`src/design/ccmp_pkg.sv`:
```
`timescale 1ns / 1ps
package ccmp_pkg;

    localparam int KEY_W   = 64;
    localparam int NROUNDS = 10;

    localparam logic [7:0] CTR_FLAGS    = 8'h01;
    localparam logic [7:0] CTR_PRIORITY = 8'h00;

    localparam logic [0:0] REG_KEY_HIGH = 1'b0;
    localparam logic [0:0] REG_KEY_LOW  = 1'b1;

    localparam logic [7:0] SBOX [256] = '{
        8'h63,8'h7c,8'h77,8'h7b,8'hf2,8'h6b,8'h6f,8'hc5,8'h30,8'h01,8'h67,8'h2b,8'hfe,8'hd7,8'hab,8'h76,
        8'hca,8'h82,8'hc9,8'h7d,8'hfa,8'h59,8'h47,8'hf0,8'had,8'hd4,8'ha2,8'haf,8'h9c,8'ha4,8'h72,8'hc0,
        8'hb7,8'hfd,8'h93,8'h26,8'h36,8'h3f,8'hf7,8'hcc,8'h34,8'ha5,8'he5,8'hf1,8'h71,8'hd8,8'h31,8'h15,
        8'h04,8'hc7,8'h23,8'hc3,8'h18,8'h96,8'h05,8'h9a,8'h07,8'h12,8'h80,8'he2,8'heb,8'h27,8'hb2,8'h75,
        8'h09,8'h83,8'h2c,8'h1a,8'h1b,8'h6e,8'h5a,8'ha0,8'h52,8'h3b,8'hd6,8'hb3,8'h29,8'he3,8'h2f,8'h84,
        8'h53,8'hd1,8'h00,8'hed,8'h20,8'hfc,8'hb1,8'h5b,8'h6a,8'hcb,8'hbe,8'h39,8'h4a,8'h4c,8'h58,8'hcf,
        8'hd0,8'hef,8'haa,8'hfb,8'h43,8'h4d,8'h33,8'h85,8'h45,8'hf9,8'h02,8'h7f,8'h50,8'h3c,8'h9f,8'ha8,
        8'h51,8'ha3,8'h40,8'h8f,8'h92,8'h9d,8'h38,8'hf5,8'hbc,8'hb6,8'hda,8'h21,8'h10,8'hff,8'hf3,8'hd2,
        8'hcd,8'h0c,8'h13,8'hec,8'h5f,8'h97,8'h44,8'h17,8'hc4,8'ha7,8'h7e,8'h3d,8'h64,8'h5d,8'h19,8'h73,
        8'h60,8'h81,8'h4f,8'hdc,8'h22,8'h2a,8'h90,8'h88,8'h46,8'hee,8'hb8,8'h14,8'hde,8'h5e,8'h0b,8'hdb,
        8'he0,8'h32,8'h3a,8'h0a,8'h49,8'h06,8'h24,8'h5c,8'hc2,8'hd3,8'hac,8'h62,8'h91,8'h95,8'he4,8'h79,
        8'he7,8'hc8,8'h37,8'h6d,8'h8d,8'hd5,8'h4e,8'ha9,8'h6c,8'h56,8'hf4,8'hea,8'h65,8'h7a,8'hae,8'h08,
        8'hba,8'h78,8'h25,8'h2e,8'h1c,8'ha6,8'hb4,8'hc6,8'he8,8'hdd,8'h74,8'h1f,8'h4b,8'hbd,8'h8b,8'h8a,
        8'h70,8'h3e,8'hb5,8'h66,8'h48,8'h03,8'hf6,8'h0e,8'h61,8'h35,8'h57,8'hb9,8'h86,8'hc1,8'h1d,8'h9e,
        8'he1,8'hf8,8'h98,8'h11,8'h69,8'hd9,8'h8e,8'h94,8'h9b,8'h1e,8'h87,8'he9,8'hce,8'h55,8'h28,8'hdf,
        8'h8c,8'ha1,8'h89,8'h0d,8'hbf,8'he6,8'h42,8'h68,8'h41,8'h99,8'h2d,8'h0f,8'hb0,8'h54,8'hbb,8'h16
    };

    localparam logic [7:0] RCON [10] = '{
        8'h01,8'h02,8'h04,8'h08,8'h10,8'h20,8'h40,8'h80,8'h1b,8'h36
    };

    // Side data carried alongside each block through the rounds.
    typedef struct packed {
        logic [127:0] cipher;
        logic [4:0]   vbytes;
        logic         last;
    } t_side;

    function automatic logic [7:0] xtime(input logic [7:0] a);
        xtime = {a[6:0], 1'b0} ^ (a[7] ? 8'h1b : 8'h00);
    endfunction

    // Byte 0 of the state sits in bits 127:120.
    function automatic logic [127:0] sub_shift(input logic [127:0] s);
        logic [127:0] t;
        for (int c = 0; c < 4; c++) begin
            for (int i = 0; i < 4; i++) begin
                t[127-8*(i+4*c) -: 8] = SBOX[s[127-8*(i+4*((c+i)%4)) -: 8]];
            end
        end
        sub_shift = t;
    endfunction

    function automatic logic [127:0] mix_cols(input logic [127:0] s);
        logic [127:0] t;
        logic [7:0] a0, a1, a2, a3, al;
        for (int c = 0; c < 4; c++) begin
            a0 = s[127-32*c -: 8];
            a1 = s[119-32*c -: 8];
            a2 = s[111-32*c -: 8];
            a3 = s[103-32*c -: 8];
            al = a0 ^ a1 ^ a2 ^ a3;
            t[127-32*c -: 8] = a0 ^ al ^ xtime(a0 ^ a1);
            t[119-32*c -: 8] = a1 ^ al ^ xtime(a1 ^ a2);
            t[111-32*c -: 8] = a2 ^ al ^ xtime(a2 ^ a3);
            t[103-32*c -: 8] = a3 ^ al ^ xtime(a3 ^ a0);
        end
        mix_cols = t;
    endfunction

    function automatic logic [127:0] next_key(input logic [127:0] k, input logic [7:0] rc);
        logic [31:0] w0, w1, w2, w3, t;
        w0 = k[127:96]; w1 = k[95:64]; w2 = k[63:32]; w3 = k[31:0];
        t  = {SBOX[w3[23:16]] ^ rc, SBOX[w3[15:8]], SBOX[w3[7:0]], SBOX[w3[31:24]]};
        w0 = w0 ^ t;
        w1 = w1 ^ w0;
        w2 = w2 ^ w1;
        w3 = w3 ^ w2;
        next_key = {w0, w1, w2, w3};
    endfunction

endpackage

```
`src/design/ccmp_key_sched.sv`:
```
`timescale 1ns / 1ps
// Holds the key as round key 0 and expands ten more in turn after each
// write or reset. The busy flag stays high until the last round key has
// been written, and the top level refuses new beats while it is high.
module ccmp_key_sched (
    input  logic          i_clk,
    input  logic          i_rst_n,
    input  logic          i_we,
    input  logic [0:0]    i_idx,
    input  logic [63:0]   i_data,
    output logic [127:0]  o_rk [11],
    output logic          o_busy
);
    logic [127:0] r_rk [11];
    logic [3:0]   r_step;
    logic         r_busy;

    always_ff @(posedge i_clk) begin
        if (!i_rst_n) begin
            r_rk[0] <= '0;
            r_step  <= 4'd1;
            r_busy  <= 1'b1;
        end else if (i_we) begin
            unique case (i_idx)
                ccmp_pkg::REG_KEY_HIGH: r_rk[0][127:64] <= i_data;
                ccmp_pkg::REG_KEY_LOW:  r_rk[0][63:0]   <= i_data;
                default: ;
            endcase
            r_step <= 4'd1;
            r_busy <= 1'b1;
        end else if (r_busy) begin
            r_rk[r_step] <= ccmp_pkg::next_key(r_rk[r_step-4'd1], ccmp_pkg::RCON[r_step-4'd1]);
            if (r_step == 4'(ccmp_pkg::NROUNDS)) r_busy <= 1'b0;
            r_step <= r_step + 4'd1;
        end
    end

    assign o_rk   = r_rk;
    assign o_busy = r_busy;
endmodule

```
`config.mk`:
```
export PLATFORM = sky130hd
export DESIGN_NAME = ccmp_key_sched
export DESIGN_NICKNAME = d
export VERILOG_FILES = /design/src/design/ccmp_pkg.sv /design/src/design/ccmp_key_sched.sv
export SDC_FILE = /design/constraint.sdc
export NUM_CORES = 2
export LEC_CHECK = 0
export BUFFER_PORTS_ARGS = -buffer_cell sky130_fd_sc_hd__buf_2
export CAP_MARGIN = 20
export CORE_AREA = 3 3 574 576
export CTS_CLUSTER_DIAMETER = 40
export CTS_CLUSTER_SIZE = 30
export DETAILED_ROUTE_END_ITERATION = 6
export DIE_AREA = 0 0 577 579
export GPL_ROUTABILITY_DRIVEN = 0
export GPL_TIMING_DRIVEN = 0
export PLACE_DENSITY_LB_ADDON = 0.05
export SYNTH_ARGS = -nofsm -noshare
export SYNTH_HDL_FRONTEND = slang
export SYNTH_SLANG_ARGS = --single-unit
```
`constraint.sdc`:
```
create_clock -name i_clk -period 11.5 [get_ports i_clk]
set_clock_uncertainty 0.05 [all_clocks]
set_input_delay 1.15 -clock i_clk [delete_from_list [all_inputs] [get_ports i_clk]]
set_output_delay 1.15 -clock i_clk [all_outputs]
set_load 0.005 [all_outputs]
```
==> qor.yml <==
status: "complete, but fails checks"
violations: "DRC, setup timing"
vdd_drop_max_mv: 0.129
clock.fmax_mhz: 86.6
start_util_pct: 22.1
final_area_um2: 101000
power_mw: 29.3
startpoint_type: "flip-flop"
synthArstFlopShare_pct: 0
synth_cell_types: 106
cap_violations: 0
timing.setup.tns_ps: -552
drc: 11
p_per_area_nw_per_um2: 291
slew_viol_final: 0
grt_pass1_wl_mm: 751
power.static_leakage_nw: 37.2
final_common_cell: "buf_2"
clk_path_buf_depth: 4
timing.hold.ws_ps: 460
synth-edff-count: 1280
synth_fp_nets: 5795
slowest_stage: "xnor2_1"
first_global_vias: 67901
yosys-top-cells-area: "edfxtp_1 54%, mux4_2 7.6%, dfxtp_1 3.7%"
cts_max_level: 5
worstPathArrival_ps: 12030
io_pins: 1477
path_common_cell: "buf_4"
wl_per_cell_um: 48.3
synth_seq_cells: 1413
dp_hpwl_mm: 469
portBuffers: 1474
grt_overflow_total: 0
required_ps: 11980
ant_nets: 0
ys_seq_area_share_pct: 57.3
grt_usage_pct: 34.1
critPathMaxStageDelay_ps: 1040
via_count: 70995
placed_cell_area_um2: 88200
clockRootBuffer: "clkbuf_16"
wl_mm: 596
crit_fanout: 12
yosysTopAreaCellShare_pct: 53.6
tightest_slew_ps: 1330
yosysWarnings: 0
endpoint_kind: "flip-flop"
finalNetCount: 7815
synth_area_um2: 71700
synth.avg_cell_area_um2: 12.7
cts_buffers: 330
synth_area_leader_cell: "edfxtp_1"
via_per_inst: 5.76
first_iter_violations: 10369
setup_viol: 20
clock-sinks: 1413
die_h_um: 579
rsz0062_at_grt: "true"
layout_common_cells: "1651 x buf_2, 1280 x edfxtp_1, 448 x nand2_1"
hp-class: "primary input to flip-flop"
synth_cells: 5665
period_share_pct: 100
core.rowCount: 209
die_area_um2: 334000
final_layout_size_suffix_gt1_share_pct: 37.7
core_area_um2: 324000
slew_headroom_pct: 10.7
worstSkewPairLatency_ps: 940
cts_tree: "built"
path_clk_slew_ps: 50
grt_max_degree: 40
antenna_found_initial: 100
final_core_util_pct: 31.1
min_period_ps: 11550
finalHoldViolCount: 0
area_delta_synth_final_pct: 40.5
yosys_most_used_dff: "edfxtp_1"
die_w_um: 577
timing.final.ws_setup_ps: -52.3
worstSetupPathType: "flip-flop to flip-flop"
firstDrtPassIters: 7
-- per-stage QoR --
stage	instances	worst slack (ps)
after detailed placement	11655	-3810
after global placement	11464	-7980
after floorplan	5665	3660
after global routing	12305	-68.6
after CTS	12273	0.675
final	12333	-52.3
-- Yosys cell counts (all sizes together) (61+ instances only) --
cell / n
a211oi: 97
a21oi: 242
a221oi: 126
a31oi: 92
buf: 309
clkbuf: 209
dfxtp: 133
edfxtp: 1280
ha: 62
inv: 61
mux2i: 143
mux4: 242
nand2: 449
nand3: 173
nor2: 384
nor3: 144
o211ai: 149
o21ai: 370
xnor2: 125
-- per-layer routing --
layer	vias to the layer above	track usage (%)	share of wire, %
met2	5488	55.8	46
met4	26	15.1	5.6
met5	-	0	0.028
li1	26932	-	-
met1	37175	39.8	37
met3	1374	13.0	11
-- what timing repair did --
item,in CTS,in global routing
endpoints found under the setup margin,1409,279
buffers inserted,12,6
hold buffers,0,0
pin swaps,6,5
resized for setup,85,38
-- sequential cells by signal (all words and copies together) (netlist names) --
| name | cells |
|---|---|
| o_rk | 1408 |
| o_busy | 1 |
| r_step | 4 |
-- final timing paths --
kind,startpoint,endpoint,slack [ps],cells past startpoint
hold / removal,i_data[59],o_rk[1403],460,3
setup / recovery,r_step[0],o_rk[1196],-50,26
setup reg to reg,r_step[0],o_rk[1196],-50,26
hold reg to reg,o_rk[1391],o_rk[1391],490,2
-- layout make-up --
class	count	area, um2
Sequential cell	1413	41100
Fill cell	33399	224000
Clock inverter	241	3040
Clock buffer	368	8530
Antenna cell	46	115
Timing Repair Buffer	1695	10800
Multi-Input combinational cell	3670	28900
Inverter	64	244
Tap cell	4325	5410
Buffer	511	2630
-- worst max-delay path, delay by kind of cell, from the launching register on --
family	cells	cell delay [ps]
simple gates	1	110
mux	1	480
xor+xnor	2	1310
compound gates	1	330
flops	1	580
buf+inv	20	7440
fa+ha+maj	1	520
-- where the power goes --
group | internal (mW) | switching [mW] | total [mW] | leakage [nW]
clock network | 6.68 | 3.32 | 10.0 | 5.55
logic | 3.14 | 8.33 | 11.5 | 19.0
registers | 7.55 | 0.284 | 7.84 | 12.6
-- cells by family (layout without fill, tap and decap cells) --
family,after synthesis,after routing,synth area share (%)
AOI/OAI and AO/OA,1666,1666,16.5
xor gates and xnor gates,186,186,2.56
adders and majority gates,62,62,1.08
buffers and inverters,582,2879,3.90
DFF,1413,1413,57.3
muxes,440,440,10.5
other,0,46,0
and+or+nand+nor,1316,1316,8.17
Note: power is estimated with default switching activity, not from simulation.
